--- config.mk ---
export PLATFORM = sky130hd
export DESIGN_NAME = streaming_linear_resampler_top
export DESIGN_NICKNAME = d
export VERILOG_FILES = /design/src/slr_pkg.sv /design/src/slr_front.sv /design/src/slr_fifo.sv /design/src/slr_back.sv /design/src/streaming_linear_resampler_top.sv
export VERILOG_INCLUDE_DIRS = /design/src /design/src/src
export SDC_FILE = /design/constraint.sdc
export NUM_CORES = 1
export LEC_CHECK = 0
export BUFFER_PORTS_ARGS = -buffer_cell sky130_fd_sc_hd__buf_4
export CORE_MARGIN = 2
export CORE_UTILIZATION = 71
export CTS_BUF_LIST = sky130_fd_sc_hd__clkbuf_8
export DETAILED_ROUTE_END_ITERATION = 10
export PLACE_DENSITY_LB_ADDON = 0.25
export SETUP_SLACK_MARGIN = 0.4
export SYNTH_ARGS = -nofsm -noshare
export SYNTH_HDL_FRONTEND = slang
export SYNTH_SLANG_ARGS = --single-unit
--- constraint.sdc ---
create_clock -name clk -period 12.65 [get_ports clk]
set_clock_uncertainty 0.15 [all_clocks]
set_input_delay 0.6325 -clock clk [delete_from_list [all_inputs] [get_ports clk]]
set_output_delay 0.6325 -clock clk [all_outputs]
set_load 0.02 [all_outputs]
--- src/assert_macros.svh ---
`ifndef ASSERT_MACROS_SVH
`define ASSERT_MACROS_SVH

// Condition that must hold at every clock edge outside reset.
`define ASSERT_ALWAYS(label, clk, rst_n, cond, msg) \
	label: assert property (@(posedge clk) disable iff (!rst_n) (cond)) \
		else $error(msg);

// Same-cycle implication.
`define ASSERT_IMPL(label, clk, rst_n, pre, post, msg) \
	label: assert property (@(posedge clk) disable iff (!rst_n) (pre) |-> (post)) \
		else $error(msg);

// Next-cycle implication.
`define ASSERT_NEXT(label, clk, rst_n, pre, post, msg) \
	label: assert property (@(posedge clk) disable iff (!rst_n) (pre) |=> (post)) \
		else $error(msg);

`endif

--- src/slr_pkg.sv ---
package slr_pkg;

	localparam int SAMPLE_W         = 16;
	localparam int STEP_RATIO_W     = 24;
	localparam int RATIO_FRAC       = 16;
	localparam int PHASE_W          = 26;
	localparam int FRAC_BITS_DEF    = 16;
	localparam int MAX_UPSAMPLE_DEF = 64;
	localparam int QUEUE_DEPTH_DEF  = 2;

	localparam logic [STEP_RATIO_W-1:0] STEP_RESET = 24'd65536;

	typedef enum logic {
		OP_PUSH  = 1'b0,
		OP_FLUSH = 1'b1
	} op_t;

	typedef struct packed {
		op_t                        op;
		logic signed [SAMPLE_W-1:0] sample;
	} cmd_t;

	typedef enum logic {
		ENG_IDLE,
		ENG_RUN
	} eng_state_t;

endpackage

--- src/slr_front.sv ---
module slr_front import slr_pkg::*; (
	input  logic                clk,
	input  logic                arst_n,
	input  logic                s_axis_tvalid,
	output logic                s_axis_tready,
	input  logic [SAMPLE_W-1:0] s_axis_tdata,  // [15:0] sample
	input  logic [0:0]          s_axis_tuser,  // [0] operation
	output logic                q_valid,
	input  logic                q_ready,
	output cmd_t                q_cmd
);

	logic valid_s1;
	cmd_t cmd_s1;
	op_t  op_in;

	assign op_in         = op_t'(s_axis_tuser[0]);
	assign s_axis_tready = !valid_s1 || q_ready;
	assign q_valid       = valid_s1;
	assign q_cmd         = cmd_s1;

	always_ff @(posedge clk or negedge arst_n) begin
		if (!arst_n) begin
			valid_s1 <= 1'b0;
		end else if (s_axis_tready) begin
			valid_s1 <= s_axis_tvalid;
		end
	end

	// The sample of a flush word carries no meaning, so it is dropped here.
	always_ff @(posedge clk) begin
		if (s_axis_tvalid && s_axis_tready) begin
			cmd_s1.op     <= op_in;
			cmd_s1.sample <= (op_in == OP_FLUSH) ? '0 : $signed(s_axis_tdata);
		end
	end

endmodule

--- src/slr_fifo.sv ---
module slr_fifo import slr_pkg::*; #(
	parameter int DEPTH = QUEUE_DEPTH_DEF
) (
	input  logic clk,
	input  logic arst_n,
	input  logic in_valid,
	output logic in_ready,
	input  cmd_t in_cmd,
	output logic out_valid,
	input  logic out_ready,
	output cmd_t out_cmd
);

	localparam int PTR_W = $clog2(DEPTH);
	localparam int CNT_W = $clog2(DEPTH + 1);

	cmd_t             mem_q [DEPTH];
	logic [PTR_W-1:0] wr_ptr_q;
	logic [PTR_W-1:0] rd_ptr_q;
	logic [CNT_W-1:0] count_q;
	logic             push;
	logic             pop;

	assign in_ready  = (count_q != CNT_W'(DEPTH));
	assign out_valid = (count_q != '0);
	assign out_cmd   = mem_q[rd_ptr_q];
	assign push      = in_valid && in_ready;
	assign pop       = out_valid && out_ready;

	always_ff @(posedge clk or negedge arst_n) begin
		if (!arst_n) begin
			wr_ptr_q <= '0;
			rd_ptr_q <= '0;
			count_q  <= '0;
		end else begin
			if (push) begin
				wr_ptr_q <= (wr_ptr_q == PTR_W'(DEPTH - 1)) ? '0 : wr_ptr_q + 1'b1;
			end
			if (pop) begin
				rd_ptr_q <= (rd_ptr_q == PTR_W'(DEPTH - 1)) ? '0 : rd_ptr_q + 1'b1;
			end
			if (push && !pop) begin
				count_q <= count_q + 1'b1;
			end else if (pop && !push) begin
				count_q <= count_q - 1'b1;
			end
		end
	end

	always_ff @(posedge clk) begin
		if (push) begin
			mem_q[wr_ptr_q] <= in_cmd;
		end
	end

endmodule

--- src/slr_back.sv ---
`include "assert_macros.svh"

module slr_back import slr_pkg::*; #(
	parameter int FRAC_BITS    = FRAC_BITS_DEF,
	parameter int MAX_UPSAMPLE = MAX_UPSAMPLE_DEF
) (
	input  logic                    clk,
	input  logic                    arst_n,
	input  logic                    cmd_valid,
	output logic                    cmd_ready,
	input  cmd_t                    cmd,
	input  logic [STEP_RATIO_W-1:0] step_ratio,
	output logic                    m_axis_tvalid,
	input  logic                    m_axis_tready,
	output logic [SAMPLE_W-1:0]     m_axis_tdata,  // [15:0] value
	output logic [0:0]              m_axis_tuser,  // [0] end_of_stream
	output logic                    m_axis_tlast
);

	localparam int STEP_W = (FRAC_BITS >= RATIO_FRAC) ?
	                        STEP_RATIO_W + FRAC_BITS - RATIO_FRAC : STEP_RATIO_W;
	localparam int WPW    = ((PHASE_W > STEP_W) ? PHASE_W : STEP_W) + 1;
	localparam int INT_W  = WPW - FRAC_BITS;
	localparam int CNT_W  = $clog2(MAX_UPSAMPLE + 1);
	localparam int PROD_W = FRAC_BITS + SAMPLE_W + 2;
	localparam int MIN_STEP = ((1 << FRAC_BITS) + MAX_UPSAMPLE - 1) / MAX_UPSAMPLE;
	localparam logic [WPW-1:0]    ONE_POS = WPW'(1) << FRAC_BITS;
	localparam logic [PROD_W-1:0] HALF    = PROD_W'(1) << (FRAC_BITS - 1);

	// Stream state kept between words.
	eng_state_t                 state_q, state_d;
	logic signed [SAMPLE_W-1:0] older_q, newer_q;
	logic [1:0]                 held_q;
	logic [PHASE_W-1:0]         phase_q;

	// Working window of the word being processed.
	logic signed [SAMPLE_W-1:0] win_q [3];
	logic [1:0]                 size_q;
	logic [WPW-1:0]             ph_q;
	logic [WPW-1:0]             lim_q;
	logic [CNT_W-1:0]           n_q;

	// Interpolation pipeline.
	logic                       v_s1, eos_s1, last_s1;
	logic signed [SAMPLE_W-1:0] a_s1;
	logic signed [SAMPLE_W:0]   diff_s1;
	logic [FRAC_BITS-1:0]       frac_s1;
	logic                       v_s2, eos_s2, last_s2;
	logic signed [SAMPLE_W-1:0] a_s2;
	logic signed [PROD_W-1:0]   prod_s2;
	logic                       out_valid_q, eos_q, last_q;
	logic [SAMPLE_W-1:0]        value_q;

	logic [STEP_W-1:0] step_scaled;
	logic [WPW-1:0]    step_int;
	logic              adv;
	logic              run_cond, next_cond;
	logic [WPW-1:0]    ph_next;
	logic              sel_j;
	logic signed [SAMPLE_W-1:0] a_sel, b_sel, flush_val;

	logic                       load_push, do_flush, do_issue, do_finish;
	logic                       iss_valid, iss_eos, iss_last;
	logic signed [SAMPLE_W-1:0] iss_a;
	logic signed [SAMPLE_W:0]   iss_diff;
	logic [FRAC_BITS-1:0]       iss_frac;

	logic [INT_W-1:0]           drop;
	logic [1:0]                 maxd, d_raw, d_fin, rem_raw, rem_fin;
	logic [WPW-1:0]             ph_left;
	logic signed [SAMPLE_W-1:0] older_fin, newer_fin;

	logic signed [PROD_W-1:0]   rnd_sum;
	logic signed [PROD_W-1:0]   rnd_q;

	generate
		if (FRAC_BITS >= RATIO_FRAC) begin : g_scale_up
			assign step_scaled = STEP_W'(step_ratio) << (FRAC_BITS - RATIO_FRAC);
		end else begin : g_scale_down
			assign step_scaled = STEP_W'(step_ratio >> (RATIO_FRAC - FRAC_BITS));
		end
	endgenerate

	assign step_int = (step_scaled < STEP_W'(MIN_STEP)) ? WPW'(MIN_STEP) : WPW'(step_scaled);

	// The whole pipeline moves only while the output register can take a word.
	assign adv = !out_valid_q || m_axis_tready;

	assign run_cond  = (n_q < CNT_W'(MAX_UPSAMPLE)) && (size_q >= 2'd2) && (ph_q <= lim_q);
	assign ph_next   = ph_q + step_int;
	assign next_cond = (CNT_W'(n_q + 1'b1) < CNT_W'(MAX_UPSAMPLE)) && (ph_next <= lim_q);

	assign sel_j = ph_q[FRAC_BITS];
	assign a_sel = sel_j ? win_q[1] : win_q[0];
	assign b_sel = sel_j ? win_q[2] : win_q[1];

	assign flush_val = ((held_q == 2'd2) && (phase_q[PHASE_W-1:FRAC_BITS] != '0)) ?
	                   newer_q : older_q;

	// Drop the samples the phase has moved past, keeping the newest one and at most two.
	always_comb begin
		drop    = ph_q[WPW-1:FRAC_BITS];
		maxd    = size_q - 2'd1;
		d_raw   = (drop < INT_W'(maxd)) ? drop[1:0] : maxd;
		rem_raw = size_q - d_raw;
		if (rem_raw > 2'd2) begin
			d_fin   = size_q - 2'd2;
			rem_fin = 2'd2;
		end else begin
			d_fin   = d_raw;
			rem_fin = rem_raw;
		end
		ph_left = ph_q - (WPW'(d_fin) << FRAC_BITS);
		case (d_fin)
			2'd0:    older_fin = win_q[0];
			2'd1:    older_fin = win_q[1];
			default: older_fin = win_q[2];
		endcase
		if (rem_fin == 2'd2) begin
			newer_fin = (d_fin == 2'd0) ? win_q[1] : win_q[2];
		end else begin
			newer_fin = '0;
		end
	end

	always_comb begin
		state_d   = state_q;
		cmd_ready = 1'b0;
		load_push = 1'b0;
		do_flush  = 1'b0;
		do_issue  = 1'b0;
		do_finish = 1'b0;
		iss_valid = 1'b0;
		iss_a     = a_sel;
		iss_diff  = $signed({b_sel[SAMPLE_W-1], b_sel}) - $signed({a_sel[SAMPLE_W-1], a_sel});
		iss_frac  = ph_q[FRAC_BITS-1:0];
		iss_eos   = 1'b0;
		iss_last  = !next_cond;
		case (state_q)
			ENG_IDLE: begin
				cmd_ready = adv;
				if (cmd_valid && adv) begin
					if (cmd.op == OP_FLUSH) begin
						do_flush  = 1'b1;
						iss_valid = (held_q != 2'd0);
						iss_a     = flush_val;
						iss_diff  = '0;
						iss_frac  = '0;
						iss_eos   = 1'b1;
						iss_last  = 1'b1;
					end else begin
						load_push = 1'b1;
						state_d   = ENG_RUN;
					end
				end
			end
			ENG_RUN: begin
				if (run_cond) begin
					do_issue  = adv;
					iss_valid = adv;
				end else begin
					do_finish = 1'b1;
					state_d   = ENG_IDLE;
				end
			end
			default: begin
				state_d = ENG_IDLE;
			end
		endcase
	end

	always_ff @(posedge clk or negedge arst_n) begin
		if (!arst_n) begin
			state_q <= ENG_IDLE;
			older_q <= '0;
			newer_q <= '0;
			held_q  <= '0;
			phase_q <= '0;
			n_q     <= '0;
			size_q  <= '0;
		end else begin
			state_q <= state_d;
			if (do_flush) begin
				older_q <= '0;
				newer_q <= '0;
				held_q  <= '0;
				phase_q <= '0;
			end
			if (load_push) begin
				n_q    <= '0;
				size_q <= held_q + 2'd1;
			end
			if (do_issue) begin
				n_q <= n_q + 1'b1;
			end
			if (do_finish) begin
				older_q <= older_fin;
				newer_q <= newer_fin;
				held_q  <= rem_fin;
				phase_q <= ph_left[PHASE_W-1:0];
			end
		end
	end

	always_ff @(posedge clk) begin
		if (load_push) begin
			win_q[0] <= (held_q == 2'd0) ? cmd.sample : older_q;
			win_q[1] <= (held_q == 2'd1) ? cmd.sample : newer_q;
			win_q[2] <= (held_q == 2'd2) ? cmd.sample : '0;
			ph_q     <= WPW'(phase_q);
			lim_q    <= (held_q == 2'd2) ? ONE_POS : '0;
		end
		if (do_issue) begin
			ph_q <= ph_next;
		end
	end

	always_ff @(posedge clk or negedge arst_n) begin
		if (!arst_n) begin
			v_s1        <= 1'b0;
			v_s2        <= 1'b0;
			out_valid_q <= 1'b0;
		end else if (adv) begin
			v_s1        <= iss_valid;
			v_s2        <= v_s1;
			out_valid_q <= v_s2;
		end
	end

	assign rnd_sum = prod_s2 + $signed(HALF);
	assign rnd_q   = rnd_sum >>> FRAC_BITS;

	always_ff @(posedge clk) begin
		if (adv) begin
			a_s1    <= iss_a;
			diff_s1 <= iss_diff;
			frac_s1 <= iss_frac;
			eos_s1  <= iss_eos;
			last_s1 <= iss_last;
			a_s2    <= a_s1;
			prod_s2 <= diff_s1 * $signed({1'b0, frac_s1});
			eos_s2  <= eos_s1;
			last_s2 <= last_s1;
			value_q <= a_s2 + $signed(rnd_q[SAMPLE_W-1:0]);
			eos_q   <= eos_s2;
			last_q  <= last_s2;
		end
	end

	assign m_axis_tvalid   = out_valid_q;
	assign m_axis_tdata    = value_q;
	assign m_axis_tuser[0] = eos_q;
	assign m_axis_tlast    = last_q;

	`ASSERT_ALWAYS(a_count_cap, clk, arst_n, n_q <= CNT_W'(MAX_UPSAMPLE), "emit count past cap")
	`ASSERT_ALWAYS(a_held_range, clk, arst_n, held_q <= 2'd2, "more than two samples held")
	`ASSERT_IMPL(a_window_index, clk, arst_n, state_q == ENG_RUN && run_cond, ph_q <= ONE_POS, "interpolation index outside window")
	`ASSERT_NEXT(a_flush_clears, clk, arst_n, cmd_valid && cmd_ready && cmd.op == OP_FLUSH, held_q == 2'd0 && phase_q == '0, "flush did not clear stream state")
	`ASSERT_NEXT(a_stall_freezes, clk, arst_n, out_valid_q && !m_axis_tready, $stable(v_s1) && $stable(v_s2), "pipeline moved during output stall")

endmodule

--- src/streaming_linear_resampler_top.sv ---
// Linear-interpolation sample rate converter.
// Input words arrive on s_axis: tdata carries a signed 16-bit sample, tuser[0]
// selects the operation (0 pushes the sample, 1 flushes the end of the stream).
// Output words leave on m_axis: tdata is the interpolated sample, tuser[0] marks
// the flush tail word, and tlast marks the final word caused by one input word.
// The output spacing is set by step_ratio (input rate over output rate, Q8.16),
// written through cfg_we and cfg_wdata while the block is idle.
// An input word passes a one-word input register and a short command queue
// before the engine takes it. The engine first loads a push into its window,
// then, while the output is not stalled, issues one output word per cycle
// (at most MAX_UPSAMPLE per push) into a three-stage multiply pipeline, and
// then updates its held samples. A flush is issued straight from the idle state.
// Reset sets step_ratio to 1.0 and clears the held samples and the phase.
// When the receiver stalls, the output register holds its word, the pipeline
// and the engine's issuing freeze, the queue fills and s_axis_tready then falls.
module streaming_linear_resampler_top import slr_pkg::*; #(
	parameter int FRAC_BITS    = FRAC_BITS_DEF,
	parameter int MAX_UPSAMPLE = MAX_UPSAMPLE_DEF,
	parameter int QUEUE_DEPTH  = QUEUE_DEPTH_DEF
) (
	input  logic                    clk,
	input  logic                    arst_n,
	input  logic                    s_axis_tvalid,
	output logic                    s_axis_tready,
	input  logic [SAMPLE_W-1:0]     s_axis_tdata,   // [15:0] sample
	input  logic [0:0]              s_axis_tuser,   // [0] operation
	output logic                    m_axis_tvalid,
	input  logic                    m_axis_tready,
	output logic [SAMPLE_W-1:0]     m_axis_tdata,   // [15:0] value
	output logic [0:0]              m_axis_tuser,   // [0] end_of_stream
	output logic                    m_axis_tlast,
	input  logic                    cfg_we,
	input  logic [STEP_RATIO_W-1:0] cfg_wdata
);

	// The engine reads the step register on every output word of a push, so the user must write
	// it only while the block is idle; the block does not enforce this. A write applies to the next word.
	logic [STEP_RATIO_W-1:0] step_q;

	logic fq_valid, fq_ready;
	cmd_t fq_cmd;
	logic bq_valid, bq_ready;
	cmd_t bq_cmd;

	always_ff @(posedge clk or negedge arst_n) begin
		if (!arst_n) begin
			step_q <= STEP_RESET;
		end else if (cfg_we) begin
			step_q <= cfg_wdata;
		end
	end

	// Front end: registers each input word and decodes its operation.
	slr_front u_front (
		.clk           (clk),
		.arst_n        (arst_n),
		.s_axis_tvalid (s_axis_tvalid),
		.s_axis_tready (s_axis_tready),
		.s_axis_tdata  (s_axis_tdata),
		.s_axis_tuser  (s_axis_tuser),
		.q_valid       (fq_valid),
		.q_ready       (fq_ready),
		.q_cmd         (fq_cmd)
	);

	// Command queue so the front end keeps accepting while the engine emits.
	slr_fifo #(
		.DEPTH (QUEUE_DEPTH)
	) u_queue (
		.clk       (clk),
		.arst_n    (arst_n),
		.in_valid  (fq_valid),
		.in_ready  (fq_ready),
		.in_cmd    (fq_cmd),
		.out_valid (bq_valid),
		.out_ready (bq_ready),
		.out_cmd   (bq_cmd)
	);

	// Engine: phase stepping, interpolation pipeline and output register.
	slr_back #(
		.FRAC_BITS    (FRAC_BITS),
		.MAX_UPSAMPLE (MAX_UPSAMPLE)
	) u_back (
		.clk           (clk),
		.arst_n        (arst_n),
		.cmd_valid     (bq_valid),
		.cmd_ready     (bq_ready),
		.cmd           (bq_cmd),
		.step_ratio    (step_q),
		.m_axis_tvalid (m_axis_tvalid),
		.m_axis_tready (m_axis_tready),
		.m_axis_tdata  (m_axis_tdata),
		.m_axis_tuser  (m_axis_tuser),
		.m_axis_tlast  (m_axis_tlast)
	);

endmodule

Yosys cells after proc, flatten, opt, wreduce, memory -nomap -nowiden
Memories as Yosys holds them, arrays and structs flattened.
Index checks and enable logic that the tools add are counted.
W data, S select, Z words.
- register bits: 292
- bits in latches: 0
- memory bits (writable): 82
- bits in read-only memories: 0
- input port bits: 46
- word-level logic and storage cells: 148
- memories kept: 2
- memories (name ; depth ; width ; rd ports ; clocked after memory_dff ; write ports ; line ; RTL):
    u_back.win_q ; 3 ; 16 ; 3 ; 0 ; 3 ; slr_back.sv:37 ; logic signed [SAMPLE_W-1:0] win_q [3];
    u_queue.mem_q ; 2 ; 17 ; 1 ; 0 ; 1 ; slr_fifo.sv:17 ; cmd_t mem_q [DEPTH];
- $add $sub $neg: 14
- multiply operators: 1
- divide/modulo/power cells: 0
- $lt $le $gt $ge: 8
- eq/ne operators: 5
- shift operators: 0
- muxes and demuxes: 61
- bitwise gates (word level): 1
- reductions and logical operators: 25
- operators by type and width (cell ; number):
    $mux W16 ; 17
    $mux W17 ; 4
    $le A27 B27 Y1 ; 2
    $mux W27 ; 2
    $mux W26 ; 2
    $add A32 B17 Y32 const B ; 1
    $mul A17 B17 Y32 ; 1
    $pmux W16 S2 ; 1
    $add A27 B24 Y27 ; 1
    $sub A26 B18 Y26 ; 1
    $lt A24 B11 Y1 const B ; 1
    $mux W24 ; 1
    $mux W1 ; 23
    $sub A16 B16 Y17 ; 1
    $add A16 B16 Y16 ; 1
    $lt A7 B7 Y1 const B ; 2
    $mux W2 ; 7
    $mux W7 ; 2
    $lt A11 B2 Y1 ; 1
    $logic_and A1 B1 Y1 ; 10
    $reduce_bool A10 Y1 ; 1
    $reduce_bool A2 Y1 ; 5
    $add A7 B1 Y7 const B ; 1
    $logic_not A1 Y1 ; 5
    14 further kinds ; 22

Longest topological paths before layout
- depth in word-level cells: 10
- gate-level depth with buffers: 25
- depth with buffers taken out: 24

Modules after synthesis
Synthesis repeated with hierarchy kept, for this count alone.
- cell total of the unflattened synthesis: 2485
- area total of the unflattened synthesis: 26564.2 sq um
- by module, submodules not included (module ; instances ; cells each ; area each (sq um)):
    slr_back ; 1 ; 2325 ; 23386.2
    slr_fifo ; 1 ; 71 ; 1473.9
    streaming_linear_resampler_top ; 1 ; 51 ; 998.5
    slr_front ; 1 ; 38 ; 705.7

Worst setup path before layout
Ideal clock, no wire load.
- kind: reg2reg
- start point: register u_back.frac_s1[10]
- end point: register u_back.prod_s2[31], data pin
- arrival: 6.155 ns
- data required time: 12.240 ns
- slack: 6.085 ns
- stages on the path, launching flop included: 24
- buffers on the path: 2
- period minus slack after synthesis: 6.565 ns
- path through: edfxtp_1 -> clkbuf_1 -> clkbuf_1 -> nand2_1 -> fa_1 -> inv_1 -> fa_1 -> inv_1 -> fa_1 -> inv_1 -> fa_1 -> fa_1 -> inv_1 -> fa_1 -> inv_1 -> ha_1 -> nor2b_1 -> a311o_1 -> a41oi_2 -> a211oi_1 -> o41a_1 -> a21o_1 -> a21oi_1 -> xnor2_1
- longest elaborated chain between the ends: 1
- ends and longest elaborated chain (what ; line ; RTL):
    start, declared ; slr_back.sv:47 ; logic [FRAC_BITS-1:0] frac_s1;
    start signal, assigned ; slr_back.sv:237 ; frac_s1 <= iss_frac;
    $mul A17 B17 Y32 ; slr_back.sv:241 ; prod_s2 <= diff_s1 * $signed({1'b0, frac_s1});
    end signal, assigned ; slr_back.sv:241 ;
    end, declared ; slr_back.sv:50 ; logic signed [PROD_W-1:0] prod_s2;
Every way passes these cells.
A chain may end at the register's enable or synchronous reset.

Final worst setup path
- start point: register u_back.diff_s1[5]
- end point: register u_back.prod_s2[31], data pin
- longest elaborated chain between the ends: 1
- ends and longest elaborated chain (what ; line ; RTL):
    start, declared ; slr_back.sv:46 ; logic signed [SAMPLE_W:0] diff_s1;
    start signal, assigned ; slr_back.sv:236 ; diff_s1 <= iss_diff;
    $mul A17 B17 Y32 ; slr_back.sv:241 ;
Every way passes these cells.

==> impl_metrics.toml <==
[synth]
synth_edf_count = 231
synth.top_cell.area_share_pct = 26.4
synthesis.nets = 2935
yosys-top-cells-area = "edfxtp_1, fa_1, dfrtp_1"
synthesis.area_um2 = 26200
ys.flop_type = "edfxtp_1"
yosysTopAreaCell = "edfxtp_1"
synth_cells = 2472
yosys_warnings = 0
synth-seq-cells = 333
yosysSeqAreaShare_pct = 36.2
async_reset_ff_share_pct = 30.6
syn_area_per_cell_um2 = 10.6
synth_cell_types = 72

[route]
vias = 18000
dr.pass1.iters = 6
route.detailed.drc = 0
wire_per_inst_um = 19.4
postRouteAntennaNets = 0
routed_via_density = 5.98
drtIter0Drc = 1535
wirelength_mm = 58.4

[floorplanning]
start_util_pct = 71.8
dieArea_um2 = 38500
die_h_um = 196
io_pins = 66
num_rows = 70
design.core.area_um2 = 36500
dieWidth_um = 196

[clock_network]
numClockSinks = 333
ctsResizeCount = 0
hold_buffers = 1
clockBufferDepth = 3
insertion_delay_ns = 0.66
cts.htree.levels = 2
numCtsBuffers = 54
cts_tree = "done"
cts_setup_buffers = 0
cts.reportedPaths.clkPinSlew_ns = 0.06
root_buffer = "clkbuf_8"

[worst_hold_path]
min-delay-start = "s_axis_tvalid"
min_to = "u_front.q_valid"
hold_path.class = "in2reg"
min_delay_path_depth = 2

[critical_path]
r2r_start = "u_back.diff_s1[5]"
timing.rr.end = "u_back.prod_s2[31]"
cp.required_ns = 12.90
path_max_fanout = 16
r2r_cells = 20
end_kind = "register"
ff2ff_setup_slack_ns = 5.44
crit_type = "reg2reg"
crit_path_start_kind = "register"
arrival_ns = 7.46
crit_start = "u_back.diff_s1[5]"

[place]
place_congestion = 0.927
numPortBuffers = 65
pre_cts_slack_ns = 5.41
dp_hpwl_mm = 43.4

[final_layout]
area_growth_pct = 7.33
nNetsFinal = 2964
drive_gt1_share_pct = 10.2
fin_util_pct = 77.1
num_antenna_cells = 0

[timing]
hold_ws_ns = 0.0564
hold_violations = 0
drv_slew = 0
period_share_pct = 57.0
setup_ws_ns = 5.44
tightest_slew_ns = 1.18
max_freq_ghz = 0.139
setup_viol = 0
min_period_ns = 7.21
fin_tns_setup_ns = 0
rsz0062_at_grt = "false"
slew_headroom_pct = 21.1

[flow_run]
maxCapViolCount = 0

[grt]
antenna_found_initial = 1
overflow = 0
grt_pass1_wl_mm = 96.2
grt_usage_pct = 31.9
grt_pass1_vias = 18900
grt_max_degree = 96

[run_status]
run_status = "finished clean"
## cell usage after synthesis, drive strengths merged (2+ instances only)
library cell and instances:
o41a 2, and2 154, a32o 2, o21bai 5, o21a 11, or3 2, a31oi 5, a31o 19
dfrtp 101, xor2 40, o211ai 3, xnor2 65, ha 148, nor3 17, a41oi 2, a21o 27
inv 343, a21oi 115, nor2 109, nor4b 2, fa 269, mux2i 69, o31ai 6, mux2 54
a2bb2oi 2, a211o 4, nand2 259, and3 25, o21ai 92, nand4 11, edfxtp 231, a21boi 2
clkbuf 98, or2 4, clkinv 2, buf 10, nand2b 14, nor2b 41, nor4 13, nand4b 3
nand3 50, nor3b 3, a211oi 24
## through the flow
stage	std cells	instance area (um2)
final	3014	28200
after global routing	3014	28200
after CTS	3014	28200
after floorplan	2472	26200
after global placement	2912	27000
after detailed placement	2912	27000
## layout by cell type, fill, tap and decap left out, drive strengths merged, types with 3 or more instances in the layout
master    netlist  layout
buf            10      80
bufinv          0       4
nand4          11      11
a21oi         115     115
o31ai           6       6
o211ai          3       3
o21ai          92      92
xor2           40      40
o21bai          5       5
edfxtp        231     231
ha            148     148
clkinv          2      20
nor2b          41      41
nor3           17      17
inv           343     358
nand2         259     259
clkbuf         98      60
a21o           27      27
clkinvlp        0       4
dfrtp         101     101
a211o           4       4
a211oi         24      24
nand3          50      50
or2             4       4
nand4b          3       3
nor3b           3       3
o21a           11      11
fa            269     269
nor2          109     109
nor4           13      13
mux2           54      54
a31oi           5       5
and2          154     154
xnor2          65      65
mux2i          69      69
a31o           19      19
nand2b         14      14
and3           25      25
## sequential cells by signal, indices dropped and copies added, names as in the netlist, 7 cells and up
register and cells:
u_back.prod_s2 17, u_back.older_q 16, u_back.n_q 7, u_queue.mem_q 34, u_back.newer_q 16, u_back.phase_q 26
step_q 24, u_back.ph_q 27, u_back.frac_s1 16, u_back.m_axis_tdata 16, u_back.a_s2 16, u_front.q_cmd 17
u_back.diff_s1 17, u_back.a_s1 16, u_back.win_q 48
## worst max-delay path, stage by stage (launching register included)
cell and delay [ns]:
edfxtp_1 0.60, and2_1 0.28, fa_1 0.53, inv_1 0.06
fa_1 0.56, fa_1 0.45, fa_1 0.50, inv_1 0.06
fa_1 0.50, fa_1 0.49, ha_1 0.33, a211oi_2 0.23
nand2_1 0.08, a2bb2oi_1 0.16, a311o_1 0.46, a41oi_2 0.40
a211oi_1 0.20, o41a_1 0.39, a21o_1 0.22, a21oi_1 0.22
xnor2_1 0.10
## metal layers
| layer | vias up | routed length, um | global-route usage [%] |
|---|---|---|---|
| met5 | - | 13 | 0 |
| met4 | 2 | 1760 | 10.9 |
| met3 | 134 | 3650 | 4.88 |
| met2 | 644 | 29600 | 55.3 |
| met1 | 9045 | 23400 | 41.5 |
| li1 | 8193 | - | - |
## cell type report
cell class | instances | area [um2]
multi-input cells | 1686 | 15000
flip-flops and latches | 333 | 9490
fillers | 2407 | 8370
inverters | 345 | 1300
clock buffers | 60 | 826
repair buffers | 81 | 611
well taps | 468 | 586
clock inverters | 41 | 302
## cells by family after synthesis
family,Yosys count,share of synthesized area [%]
multiplexers,123,4.97
buffers and inverters,453,6.60
XOR/XNOR,105,3.53
AO/OA/AOI/OAI,328,7.82
flip-flops,333,36.2
AND/OR/NAND/NOR,712,13.3
other,1,0.0143
adder cells (fa/ha/maj),417,27.6
## worst max-delay path by stage
stage / end / cells past startpoint
global route: u_back.prod_s2[31] / 20
global placement: u_back.prod_s2[31] / 20
floorplan: u_back.prod_s2[31] / 23
CTS: u_back.prod_s2[31] / 20
detailed placement: u_back.prod_s2[31] / 20
finish: u_back.prod_s2[31] / 20
Power is left out: the tool's default activity adds up to more than one toggle a clock period on the data nets, which glitch-free logic cannot reach.
